## src/rtl/tts_pkg.sv

```systemverilog
// Shared types and constants for the tap tempo sync pulse generator.
package tts_pkg;

  localparam int WORD_W     = 32;
  localparam int DIGIT_W    = 4;
  localparam int NUM_DIGITS = WORD_W / DIGIT_W;
  localparam int IDX_W      = $clog2(NUM_DIGITS);

  localparam logic [15:0] PERIOD_RST   = 16'd261;
  localparam logic [3:0]  PULSE_RST    = 4'd5;
  localparam logic [9:0]  DEBOUNCE_RST = 10'd180;
  localparam logic [15:0] TIMEOUT_RST  = 16'd2000;

  localparam logic OP_TICK = 1'b0;
  localparam logic OP_EDGE = 1'b1;

  typedef enum logic [1:0] {
    CFG_PULSE    = 2'd0,
    CFG_DEBOUNCE = 2'd1,
    CFG_TIMEOUT  = 2'd2
  } cfg_idx_t;

  typedef enum logic [2:0] {
    S_IDLE,
    S_PASS,
    S_POST,
    S_DIV,
    S_RESULT
  } state_t;

  typedef struct packed {
    logic             shift;
    logic [IDX_W-1:0] idx;
    logic             is_tick;
    logic             is_tap;
    logic             first_tap;
    logic             phase_clr;
    logic             du_clr;
  } dp_ctrl_t;

  typedef struct packed {
    logic        phase_ge;
    logic        du_lt;
    logic        timed_out;
    logic [15:0] elapsed;
  } dp_flags_t;

endpackage

```

## src/rtl/tap_tempo_sync_pulse_generator_unit.sv

```systemverilog
// Tap tempo sync pulse generator: item sequencer, state registers and output stage.
// A tick runs the nibble pass, the update and the result load; a first tap runs the
// pass and the result load; a later tap runs the pass, the divider and the result load;
// any other item goes straight to the result load. One item is worked at a time; the
// next is taken the cycle after its result loads into m_tdata (held while stalled).
// rst is synchronous: counters clear, period 261, button armed, registers to defaults.
module tap_tempo_sync_pulse_generator_unit (
  input  logic        clk,
  input  logic        rst,
  input  logic        s_tvalid,
  output logic        s_tready,
  input  logic [7:0]  s_tdata,   // [0] button_level, [7:1] zero
  input  logic        s_tuser,   // [0] op
  output logic        m_tvalid,
  input  logic        m_tready,
  output logic [31:0] m_tdata,   // [0] sync_level, [8:1] tap_count, [24:9] beat_period,
                                 // [25] edge_accepted, [31:26] zero
  input  logic        cfg_we,
  input  logic [1:0]  cfg_addr,
  input  logic [15:0] cfg_wdata
);
  import tts_pkg::*;

  state_t            state, state_next;
  logic [IDX_W-1:0]  dig_q;
  logic              is_tick_q, is_tap_q, accepted_q;
  logic [3:0]        pulse_left;
  logic              sync_q;
  logic [15:0]       period_q;
  logic [7:0]        taps_q;
  logic              armed_q;
  logic [3:0]        pulse_cfg;
  logic [9:0]        debounce_cfg;
  logic [15:0]       timeout_cfg;

  dp_ctrl_t          ctrl;
  dp_flags_t         flags;
  logic              div_start, div_busy, div_done;
  logic [15:0]       div_quo;

  logic              s_fire, out_load, last_dig;
  logic [3:0]        pl_sel, pl_new;
  logic              sync_new;

  tts_datapath u_dp (
    .clk      (clk),
    .rst      (rst),
    .ctrl     (ctrl),
    .period   (period_q),
    .timeout  (timeout_cfg),
    .debounce (debounce_cfg),
    .flags    (flags)
  );

  tts_divider u_div (
    .clk      (clk),
    .rst      (rst),
    .start    (div_start),
    .dividend (flags.elapsed),
    .divisor  (taps_q),
    .busy     (div_busy),
    .done     (div_done),
    .quotient (div_quo)
  );

  assign s_fire   = s_tvalid && s_tready;
  assign last_dig = (dig_q == IDX_W'(NUM_DIGITS - 1));

  // Sync pulse update after the phase compare of a tick.
  always_comb begin
    pl_sel   = flags.phase_ge ? pulse_cfg : pulse_left;
    sync_new = flags.phase_ge | sync_q;
    pl_new   = pl_sel;
    if (pl_sel == 4'd0) begin
      sync_new = 1'b0;
    end else begin
      pl_new = pl_sel - 4'd1;
    end
  end

  always_comb begin
    state_next     = state;
    s_tready       = (state == S_IDLE);
    out_load       = 1'b0;
    div_start      = 1'b0;
    ctrl.shift     = 1'b0;
    ctrl.idx       = dig_q;
    ctrl.is_tick   = is_tick_q;
    ctrl.is_tap    = is_tap_q;
    ctrl.first_tap = (taps_q == 8'd0);
    ctrl.phase_clr = 1'b0;
    ctrl.du_clr    = 1'b0;
    case (state)
      S_IDLE: begin
        if (s_fire) begin
          if (s_tuser == OP_TICK || (armed_q && s_tdata[0])) begin
            state_next = S_PASS;
          end else begin
            state_next = S_RESULT;
          end
        end
      end
      S_PASS: begin
        ctrl.shift = 1'b1;
        if (last_dig) begin
          if (is_tick_q) begin
            state_next = S_POST;
          end else if (taps_q == 8'd0) begin
            state_next = S_RESULT;
          end else begin
            div_start  = 1'b1;
            state_next = S_DIV;
          end
        end
      end
      S_POST: begin
        ctrl.phase_clr = flags.phase_ge;
        ctrl.du_clr    = flags.du_lt;
        state_next     = S_RESULT;
      end
      S_DIV: begin
        if (div_done) begin
          state_next = S_RESULT;
        end
      end
      S_RESULT: begin
        if (!m_tvalid || m_tready) begin
          out_load   = 1'b1;
          state_next = S_IDLE;
        end
      end
      default: begin
        state_next = S_IDLE;
      end
    endcase
  end

  always_ff @(posedge clk) begin
    if (rst) begin
      state <= S_IDLE;
    end else begin
      state <= state_next;
    end
  end

  always_ff @(posedge clk) begin
    if (rst) begin
      dig_q        <= '0;
      is_tick_q    <= 1'b0;
      is_tap_q     <= 1'b0;
      accepted_q   <= 1'b0;
      pulse_left   <= 4'd0;
      sync_q       <= 1'b0;
      period_q     <= PERIOD_RST;
      taps_q       <= 8'd0;
      armed_q      <= 1'b1;
      m_tvalid     <= 1'b0;
      pulse_cfg    <= PULSE_RST;
      debounce_cfg <= DEBOUNCE_RST;
      timeout_cfg  <= TIMEOUT_RST;
    end else begin
      if (cfg_we) begin
        case (cfg_idx_t'(cfg_addr))
          CFG_PULSE:    pulse_cfg    <= cfg_wdata[3:0];
          CFG_DEBOUNCE: debounce_cfg <= cfg_wdata[9:0];
          CFG_TIMEOUT:  timeout_cfg  <= cfg_wdata;
          default:      ;
        endcase
      end

      case (state)
        S_IDLE: begin
          if (s_fire) begin
            is_tick_q  <= (s_tuser == OP_TICK);
            is_tap_q   <= (s_tuser == OP_EDGE) && armed_q && s_tdata[0];
            accepted_q <= (s_tuser == OP_EDGE) && armed_q;
            if (s_tuser == OP_EDGE) begin
              armed_q <= 1'b0;
            end
          end
        end
        S_PASS: begin
          dig_q <= dig_q + IDX_W'(1);
          if (last_dig && !is_tick_q && taps_q == 8'd0) begin
            taps_q <= 8'd1;
          end
        end
        S_POST: begin
          pulse_left <= pl_new;
          sync_q     <= sync_new;
          if (flags.du_lt) begin
            armed_q <= 1'b1;
          end
          if (flags.timed_out) begin
            taps_q <= 8'd0;
          end
        end
        S_DIV: begin
          if (div_done) begin
            // Half the mean interval between taps.
            period_q <= {1'b0, div_quo[15:1]};
            taps_q   <= taps_q + 8'd1;
          end
        end
        default: ;
      endcase

      if (out_load) begin
        m_tvalid <= 1'b1;
      end else if (m_tready) begin
        m_tvalid <= 1'b0;
      end
    end
  end

  always_ff @(posedge clk) begin
    if (out_load) begin
      m_tdata <= {6'b0, accepted_q, period_q, taps_q, sync_q};
    end
  end

`ifndef SYNTH
  a_div_only_in_div: assert property (@(posedge clk) disable iff (rst)
    div_busy |-> state == S_DIV)
    else $error("divider busy outside the divide state");

  a_digit_idle_zero: assert property (@(posedge clk) disable iff (rst)
    state != S_PASS |-> dig_q == '0)
    else $error("digit counter not aligned outside a pass");

  a_idle_holds_tempo: assert property (@(posedge clk) disable iff (rst)
    state == S_IDLE && !s_fire |=> $stable(taps_q) && $stable(period_q))
    else $error("tap count or period changed without an item");

  a_result_waits: assert property (@(posedge clk) disable iff (rst)
    state == S_RESULT && m_tvalid && !m_tready |=> state == S_RESULT)
    else $error("result dropped while output stage was full");
`endif

endmodule

```

## src/rtl/tts_divider.sv

```systemverilog
// Restoring divider, one quotient bit per cycle (16-bit dividend, 8-bit divisor).
module tts_divider (
  input  logic        clk,
  input  logic        rst,
  input  logic        start,
  input  logic [15:0] dividend,
  input  logic [7:0]  divisor,
  output logic        busy,
  output logic        done,
  output logic [15:0] quotient
);

  logic [3:0]  cnt;
  logic [7:0]  rem;
  logic [7:0]  dsr;
  logic [15:0] dvd;
  logic [8:0]  rem_sh;
  logic [8:0]  rem_sub;
  logic        q_bit;

  always_comb begin
    rem_sh  = {rem, dvd[15]};
    rem_sub = rem_sh - {1'b0, dsr};
    q_bit   = (rem_sh >= {1'b0, dsr});
  end

  always_ff @(posedge clk) begin
    if (rst) begin
      busy <= 1'b0;
      done <= 1'b0;
      cnt  <= '0;
    end else begin
      done <= 1'b0;
      if (start) begin
        busy <= 1'b1;
        cnt  <= '0;
        rem  <= '0;
        dsr  <= divisor;
        dvd  <= dividend;
      end else if (busy) begin
        // The dividend shifts out at the top while quotient bits fill from below.
        rem <= q_bit ? rem_sub[7:0] : rem_sh[7:0];
        dvd <= {dvd[14:0], q_bit};
        cnt <= cnt + 4'd1;
        if (cnt == 4'd15) begin
          busy <= 1'b0;
          done <= 1'b1;
        end
      end
    end
  end

  assign quotient = dvd;

endmodule

```

## src/rtl/tts_datapath.sv

```systemverilog
// Nibble-serial counters, deadlines and comparators of the tempo generator.
module tts_datapath (
  input  logic                clk,
  input  logic                rst,
  input  tts_pkg::dp_ctrl_t   ctrl,
  input  logic [15:0]         period,
  input  logic [15:0]         timeout,
  input  logic [9:0]          debounce,
  output tts_pkg::dp_flags_t  flags
);
  import tts_pkg::*;

  logic [WORD_W-1:0] time_q, phase_q, du_q, last_q, first_q;
  logic              c_time, c_phase, c_sum, c_du, b_el;
  logic              ge_q, lt_q, gt_q;
  logic [15:0]       el_q;

  logic              first, lo;
  logic [15:0]       deb_ext;
  logic [3:0]        per_d, to_d, deb_d;
  logic [3:0]        t_d, p_d, du_d, l_d, f_d;
  logic [4:0]        tsum, psum, ssum, dsum, ediff;
  logic [3:0]        tn, pn;
  logic              ge_in, lt_in, gt_in;
  logic              ge_n, lt_n, gt_n;

  always_comb begin
    first   = (ctrl.idx == '0);
    lo      = !ctrl.idx[IDX_W-1];
    deb_ext = {6'b0, debounce};
    per_d   = lo ? period[{ctrl.idx[1:0], 2'b00} +: 4] : 4'd0;
    to_d    = lo ? timeout[{ctrl.idx[1:0], 2'b00} +: 4] : 4'd0;
    deb_d   = (ctrl.idx < 3'd3) ? deb_ext[{ctrl.idx[1:0], 2'b00} +: 4] : 4'd0;

    t_d  = time_q[3:0];
    p_d  = phase_q[3:0];
    du_d = du_q[3:0];
    l_d  = last_q[3:0];
    f_d  = first_q[3:0];

    // Carries enter as one for the increments and zero for the sums.
    tsum  = {1'b0, t_d} + {4'b0, (first | c_time)};
    psum  = {1'b0, p_d} + {4'b0, (first | c_phase)};
    ssum  = {1'b0, l_d} + {1'b0, to_d} + {4'b0, (!first & c_sum)};
    dsum  = {1'b0, t_d} + {1'b0, deb_d} + {4'b0, (!first & c_du)};
    ediff = {1'b0, t_d} - {1'b0, f_d} - {4'b0, (!first & b_el)};

    tn = ctrl.is_tick ? tsum[3:0] : t_d;
    pn = psum[3:0];

    // Comparisons run from the low digit up; a higher digit overrides.
    ge_in = first | ge_q;
    lt_in = !first & lt_q;
    gt_in = !first & gt_q;
    ge_n  = (pn > per_d) ? 1'b1 : ((pn < per_d) ? 1'b0 : ge_in);
    lt_n  = (tn > du_d) ? 1'b1 : ((tn < du_d) ? 1'b0 : lt_in);
    gt_n  = (tn > ssum[3:0]) ? 1'b1 : ((tn < ssum[3:0]) ? 1'b0 : gt_in);
  end

  always_ff @(posedge clk) begin
    if (rst) begin
      time_q  <= '0;
      phase_q <= '0;
      du_q    <= '0;
      last_q  <= '0;
      first_q <= '0;
      c_time  <= 1'b0;
      c_phase <= 1'b0;
      c_sum   <= 1'b0;
      c_du    <= 1'b0;
      b_el    <= 1'b0;
      ge_q    <= 1'b0;
      lt_q    <= 1'b0;
      gt_q    <= 1'b0;
    end else if (ctrl.shift) begin
      time_q  <= {tn, time_q[WORD_W-1:DIGIT_W]};
      phase_q <= {(ctrl.is_tick ? pn : p_d), phase_q[WORD_W-1:DIGIT_W]};
      du_q    <= {(ctrl.is_tap ? dsum[3:0] : du_d), du_q[WORD_W-1:DIGIT_W]};
      last_q  <= {(ctrl.is_tap ? t_d : l_d), last_q[WORD_W-1:DIGIT_W]};
      first_q <= {((ctrl.is_tap && ctrl.first_tap) ? t_d : f_d),
                  first_q[WORD_W-1:DIGIT_W]};
      c_time  <= tsum[4];
      c_phase <= psum[4];
      c_sum   <= ssum[4];
      c_du    <= dsum[4];
      b_el    <= ediff[4];
      ge_q    <= ge_n;
      lt_q    <= lt_n;
      gt_q    <= gt_n;
    end else begin
      if (ctrl.phase_clr) begin
        phase_q <= '0;
      end
      if (ctrl.du_clr) begin
        du_q <= '0;
      end
    end
  end

  // Only the low four digits of the elapsed time are kept.
  always_ff @(posedge clk) begin
    if (ctrl.shift && lo) begin
      el_q <= {ediff[3:0], el_q[15:4]};
    end
  end

  assign flags.phase_ge  = ge_q;
  assign flags.du_lt     = lt_q;
  assign flags.timed_out = gt_q;
  assign flags.elapsed   = el_q;

endmodule
```

## config.mk

```make
export PLATFORM = sky130hd
export DESIGN_NAME = tap_tempo_sync_pulse_generator_unit
export DESIGN_NICKNAME = d
export VERILOG_FILES = /design/src/rtl/tts_pkg.sv /design/src/rtl/tap_tempo_sync_pulse_generator_unit.sv /design/src/rtl/tts_divider.sv /design/src/rtl/tts_datapath.sv
export SDC_FILE = /design/constraint.sdc
export NUM_CORES = 1
export LEC_CHECK = 0
export BUFFER_PORTS_ARGS = -buffer_cell sky130_fd_sc_hd__buf_2
export CAP_MARGIN = 15
export CORE_AREA = 10 10 193 195
export DETAILED_ROUTE_END_ITERATION = 7
export DIE_AREA = 0 0 203 205
export GPL_TIMING_DRIVEN = 1
export SKIP_LAST_GASP = 1
export SLEW_MARGIN = 25
export SYNTH_ARGS = -nofsm -noshare
export SYNTH_HDL_FRONTEND = slang
export SYNTH_SLANG_ARGS = --single-unit
```

## constraint.sdc

```tcl
create_clock -name clk -period 5.5 [get_ports clk]
set_input_delay 0.55 -clock clk [delete_from_list [all_inputs] [get_ports clk]]
set_output_delay 0.55 -clock clk [all_outputs]
set_load 0.02 [all_outputs]
```

==> reports/qor.yml, run 1 <==
cts:
  htreeDepth: 2
  cts_hold_buf: 0
  numCtsBuffers: 35
  ctsLongestPathBuffers: 3
  cts_setup_buffers: 0
  clockRootBuffer: "clkbuf_16"
  clk_latency_ns: 0.50
  cts_resized: 0
  clk_pin_slew_worst_paths_ns: 0.06
  clock_sinks: 316
  tritoncts: "yes"
sta:
  max_freq_mhz: 292
  whs_ns: 0.272
  slew_headroom_pct: 41.9
  grt_setup_unrepaired: "no"
  slew_viol_final: 0
  fin_crit_sh_pct: 62.3
  worstMarginPinSlew_ns: 0.869
  fin_setup_tns_ns: 0
  hold_viol: 0
  skew_ns: 0.0183
  finalSetupViolCount: 0
  finalCriticalPeriod_ns: 3.43
synthesis:
  postSynthCellCount: 1432
  syn_area_um2: 13200
  yosys.cell_types.count: 57
  synth_area_leaders: "dfxtp_1, edfxtp_1, nand2_1, a21oi_1, ha_1"
  syn_avg_cell_area_um2: 9.24
  synth_edf_count: 73
  yosysWarnings: 0
  synth_top_area_share_pct: 36.8
  ys_seq_area_share_pct: 53.3
  async_reset_ff_share_pct: 0
  synth_flop_cell: "dfxtp_1"
  ys_ff_latch: 316
  yosys.area.top_type: "dfxtp_1"
cells_and_area:
  final_common_cell: "nand2_1"
  n_antenna_cell: 0
  syn2layout_area_growth_pct: 12.8
  layout_common_cells: "nand2_1, dfxtp_1, a21oi_1"
  multiInputGateArea_um2: 5640
  seq_area_um2: 7060
  drive_above_1_share_pct: 9.22
  nFillCells: 3194
  nNetsFinal: 1520
worst_setup_path:
  path_class: "reg2reg"
  worstPathMaxFanout: 9
  start_kind: "flip-flop"
  arrival_ns: 3.78
  worstPathRequired_ns: 5.85
  cp-end-kind: "flip-flop"
flow_run:
  drv_cap: 0
global_routing:
  grt_pass1_vias: 9141
  track_usage_pct: 13.1
  grt_first_pass_wirelength_um: 46200
  antenna_found_initial: 0
  grt_max_degree: 119
  grt.overflow.total: 0
pwr:
  power_switching_mw: 1.34
  p_clk_share_pct: 42.6
  ir_drop_uv: 184
  leakagePower_nw: 5.39
  power_mw: 5.39
  power_frac_comb_pct: 10.6
  p_per_area_nw_per_um2: 361
  p_sw_share_pct: 24.8
  seqPwrFrac_pct: 46.8
  internal-power_mw: 4.06
outcome:
  status: "complete, no violations"
place:
  detailed_place_hpwl_um: 17900
  routabilityCongestion: 0.788
  io_buffers: 51
routing:
  ant_nets: 0
  vias_per_cell: 5.06
  met2_wirelength_um: 13200
  dr.pass1.iters: 5
  drcViolationCount: 0
  dr.max_layer_used: "met4"
  vias: 9683
  met1_length_um: 12700
  met3_length_um: 1120
  drt_iter0_drc: 610
  wl_um: 27600
  wl_per_cell_um: 14.4
die:
  rows: 67
  start_util_pct: 39.7
  die_area_um2: 41600
  die_w_um: 203
  io_pins: 66
  die_h_um: 205
  coreArea_um2: 33300
worst_hold_path:
  hp-class: "in2reg"
## path summary, 6_finish.rpt
path | from | to | slack [ns] | depth (start not counted)
setup reg to reg | dig_q[0] | u_dp.gt_q | 2.07 | 11
hold / removal | cfg_wdata[10] | timeout_cfg[10] | 0.27 | 3
setup / recovery | dig_q[0] | u_dp.gt_q | 2.07 | 11
hold reg to reg | u_dp.time_q[5] | u_dp.time_q[1] | 0.44 | 2
## worst max-delay path, cell delays in order, from the launching register on
cell and delay (ns):
dfxtp_1 0.63, mux4_2 0.57, nor2b_1 0.18, fa_1 0.44, inv_1 0.08, fa_1 0.42, ha_1 0.29, nor2b_1 0.13
o21a_1 0.16, o21a_1 0.17, o22ai_1 0.13, o21ai_0 0.09
## power groups by stage
stage	clock network, mW	registers (mW)	logic, mW
2_1_floorplan	0	2.55	0.456
3_3_place_gp	0	2.57	0.572
3_5_place_dp	0	2.57	0.582
4_1_cts	2.37	2.52	0.585
5_1_grt	2.45	2.53	0.651
6_report	2.30	2.52	0.573
## registers in the layout, indices dropped and copies added, names as in the netlist, 4 cells and up
| name | flops |
|---|---|
| taps_q | 8 |
| u_dp.phase_q | 32 |
| u_dp.du_q | 32 |
| u_div.quotient | 16 |
| pulse_left | 4 |
| timeout_cfg | 16 |
| period_q | 15 |
| u_div.rem | 8 |
| pulse_cfg | 4 |
| u_dp.time_q | 32 |
| u_dp.el_q | 16 |
| m_tdata | 25 |
| u_dp.first_q | 32 |
| u_div.dsr | 8 |
| u_dp.last_q | 32 |
| u_div.cnt | 4 |
| debounce_cfg | 10 |
## stage by stage
step	utilization (%)	setup WS, ns	instance area [um2]	std cells
6_report	44.8	2.07	14900	1912
5_1_grt	44.8	1.89	14900	1912
4_1_cts	44.8	2.04	14900	1912
3_5_place_dp	41.4	2.07	13800	1851
3_3_place_gp	41.4	2.09	13800	1851
2_1_floorplan	-	2.22	13300	1438
## final cells by class
cell class,instances,share of cell area [%]
Inverter,37,0.931
Sequential cell,316,47.3
Clock buffer,53,7.08
Clock inverter,8,0.646
Multi-Input combinational cell,986,37.8
Timing Repair Buffer,64,2.52
Tap cell,448,3.76
## per-layer routing
metal / GRT usage (%) / vias to the layer above
met5: 0 / -
met4: 3.70 / 0
met3: 2.51 / 42
met2: 22.1 / 145
met1: 16.8 / 4558
li1: - / 4938
## cell families after synthesis
| logic type | synth area share [%] |
|---|---|
| simple gates | 19.2 |
| flops | 53.3 |
| compound gates | 13.8 |
| buf+inv | 4.31 |
| fa+ha+maj | 4.94 |
| mux | 2.91 |
| xor+xnor | 1.46 |
| other cells | 0.0283 |
## synth_stat cells (all sizes together) (2+ instances only)
master,number
nand2,325
dfxtp,243
a21oi,148
nor2,129
edfxtp,73
clkbuf,63
a22oi,61
ha,41
inv,37
buf,36
mux2i,25
o21ai,24
a211oi,22
nand3b,22
nor2b,19
nor3,18
nand4,16
nand2b,14
nand3,14
xnor2,14
xor2,8
fa,7
o21a,7
a31oi,6
and2,6
and3,6
mux4,6
nor3b,5
a211o,4
a21o,3
o22ai,3
o31ai,3
a221o,2
a32oi,2
and3b,2
and4,2
o41ai,2
or3,2
Note: power is estimated with default switching activity, not from simulation.
==> run 2: changes to the inputs <==
--- a/config.mk
+++ b/config.mk
@@ -5,11 +5,12 @@
 export SDC_FILE = /design/constraint.sdc
 export NUM_CORES = 1
 export LEC_CHECK = 0
+export ABC_AREA = 1
 export BUFFER_PORTS_ARGS = -buffer_cell sky130_fd_sc_hd__buf_2
 export CAP_MARGIN = 15
-export CORE_AREA = 10 10 193 195
+export CORE_AREA = 10 10 195 197
 export DETAILED_ROUTE_END_ITERATION = 7
-export DIE_AREA = 0 0 203 205
+export DIE_AREA = 0 0 205 207
 export GPL_TIMING_DRIVEN = 1
 export SKIP_LAST_GASP = 1
 export SLEW_MARGIN = 25
==> constraint.sdc (replaced) <==
create_clock -name clk -period 3.4 [get_ports clk]
set_input_delay 0.34 -clock clk [delete_from_list [all_inputs] [get_ports clk]]
set_output_delay 0.34 -clock clk [all_outputs]
set_load 0.02 [all_outputs]
==> reports/qor.yml, run 2 <==
outcome:
  status: "complete, no violations"
worst_setup_path:
  start_kind: "flip-flop"
  worstPathRequired_ns: 3.77
  path_class: "reg2reg"
  cp-end-kind: "flip-flop"
  reg2regPathDepth: 15
  worstPathMaxFanout: 9
  arrival_ns: 3.35
global_routing:
  grt_pass1_vias: 10100
  track_usage_pct: 13.6
  grt_max_degree: 107
  grt.overflow.total: 0
  antenna_found_initial: 0
  grt_first_pass_wirelength_um: 49400
worst_hold_path:
  hp-class: "in2reg"
  min_path_cells: 3
place:
  routabilityCongestion: 0.819
  pre_cts_slack_ns: 0.461
  placed_cell_area_um2: 14000
  io_buffers: 51
  detailed_place_hpwl_um: 19900
cells_and_area:
  design_area_um2: 15200
  drive_above_1_share_pct: 9.46
  n_antenna_cell: 0
  final_common_cell: "nand2_1"
  nNetsFinal: 1746
  syn2layout_area_growth_pct: 12.5
  final_core_util_pct: 44.6
  layout_common_cells: "nand2_1, dfxtp_1, a21oi_1"
  nFillCells: 3338
sta:
  slew_viol_final: 0
  max_freq_mhz: 335
  finalCriticalPeriod_ns: 2.98
  fin_setup_tns_ns: 0
  finalSetupViolCount: 0
  skew_ns: 0.0281
  hold_viol: 0
  grt_setup_unrepaired: "no"
  worst_slack_ns: 0.415
  worstMarginPinSlew_ns: 0.795
  slew_headroom_pct: 47.0
  fin_crit_sh_pct: 87.8
pwr:
  seqPwrFrac_pct: 40.0
  p_sw_share_pct: 33.2
  ir_drop_uv: 365
  p_per_area_nw_per_um2: 742
  internal-power_mw: 7.55
  leakagePower_nw: 5.96
  power_frac_comb_pct: 25.1
  power_switching_mw: 3.75
  p_clk_share_pct: 35.0
die:
  rows: 68
  die_area_um2: 42400
  start_util_pct: 39.7
  io_pins: 66
  die_h_um: 207
  die_w_um: 205
  coreArea_um2: 34100
synthesis:
  synth.most_common_cell: "nand2_1"
  async_reset_ff_share_pct: 0
  synth_area_leaders: "dfxtp_1, edfxtp_1, nand2_1, a21oi_1, inv_1"
  syn_avg_cell_area_um2: 8.23
  ys_seq_area_share_pct: 52.1
  yosys.area.top_type: "dfxtp_1"
  synth_flop_cell: "dfxtp_1"
  yosysWarnings: 0
  synth_top_area_share_pct: 35.9
  postSynthCellCount: 1645
  yosys.cell_types.count: 45
  syn_area_um2: 13500
  synth_edf_count: 73
  ys_ff_latch: 316
  yosys-top-cells-count: "nand2_1, dfxtp_1, a21oi_1, inv_1, nor2_1"
flow_run:
  drv_cap: 0
routing:
  drcViolationCount: 0
  wl_per_cell_um: 13.8
  ant_nets: 0
  drt_iter0_drc: 610
  wl_um: 29600
  vias_per_cell: 4.88
  dr.pass1.iters: 5
  vias: 10500
cts:
  clk_latency_ns: 0.52
  numCtsBuffers: 36
  htreeDepth: 2
  cts_setup_buffers: 0
  clk_pin_slew_worst_paths_ns: 0.06
  tritoncts: "yes"
  clock_sinks: 316
  clockRootBuffer: "clkbuf_16"
  cts_resized: 0
  cts_hold_buf: 0
  ctsLongestPathBuffers: 3
[run 2: metrics by stage]
stage	hold WS, ns	std cells	total power [mW]
detailed placement	0.422	2083	7.43
global route	0.0468	2147	12.0
global placement	0.417	2083	7.38
finish	0.0254	2147	11.3
floorplan	0.408	1651	6.79
CTS	0.0106	2147	11.4
[run 2: final timing paths]
kind | start | endpoint | slack, ns
worst max register to register | dig_q[1] | u_dp.gt_q | 0.42
worst max-delay path | dig_q[1] | u_dp.gt_q | 0.42
worst min register to register | period_q[10] | m_tdata[19] | 0.43
worst min-delay path | cfg_wdata[10] | timeout_cfg[10] | 0.03
[run 2: cells by family after synthesis]
kind of cell | count (synthesis) | synth area share [%]
flops | 316 | 52.1
compound gates | 361 | 14.1
buf+inv | 239 | 8.21
fa+ha+maj | 48 | 4.82
simple gates | 667 | 19.8
other cells | 1 | 0.0277
xor+xnor | 13 | 0.841
[run 2: worst max-delay path, stage by stage (launching register included)]
cell and delay, ns:
dfxtp_1 0.36, clkinv_1 0.24, ha_1 0.27, nand2_1 0.21, inv_1 0.12, nor2_1 0.14, fa_1 0.21, inv_1 0.05
fa_1 0.39, xor2_1 0.18, ha_1 0.28, nand2_1 0.06, a21oi_1 0.11, nand3_1 0.08, nand3_1 0.07, a21oi_1 0.07
[run 2: final cells by class]
type	instances	area, um2	area share, %
clock inverters	10	93.8	0.616
flip-flops and latches	316	7060	46.3
inverters	148	558	3.66
repair buffers	68	414	2.72
well taps	455	569	3.74
clock buffers	54	1140	7.51
multi-input cells	1096	5400	35.4
[run 2: power by group through the flow]
stage	Sequential, mW	Clock [mW]	Combinational (mW)
global placement	4.59	0	2.78
CTS	4.52	4.04	2.85
global route	4.56	4.20	3.22
floorplan	4.56	0	2.23
finish	4.52	3.95	2.83
detailed placement	4.60	0	2.84
[run 2: per-layer routing]
metal / part of all wire, % / GRT usage (%) / wire length, um
met1: 46 / 17.5 / 13500
met4: 2.3 / 4.07 / 674
met3: 4.2 / 2.37 / 1230
met2: 48 / 22.8 / 14200
met5: 0 / 0 / 0
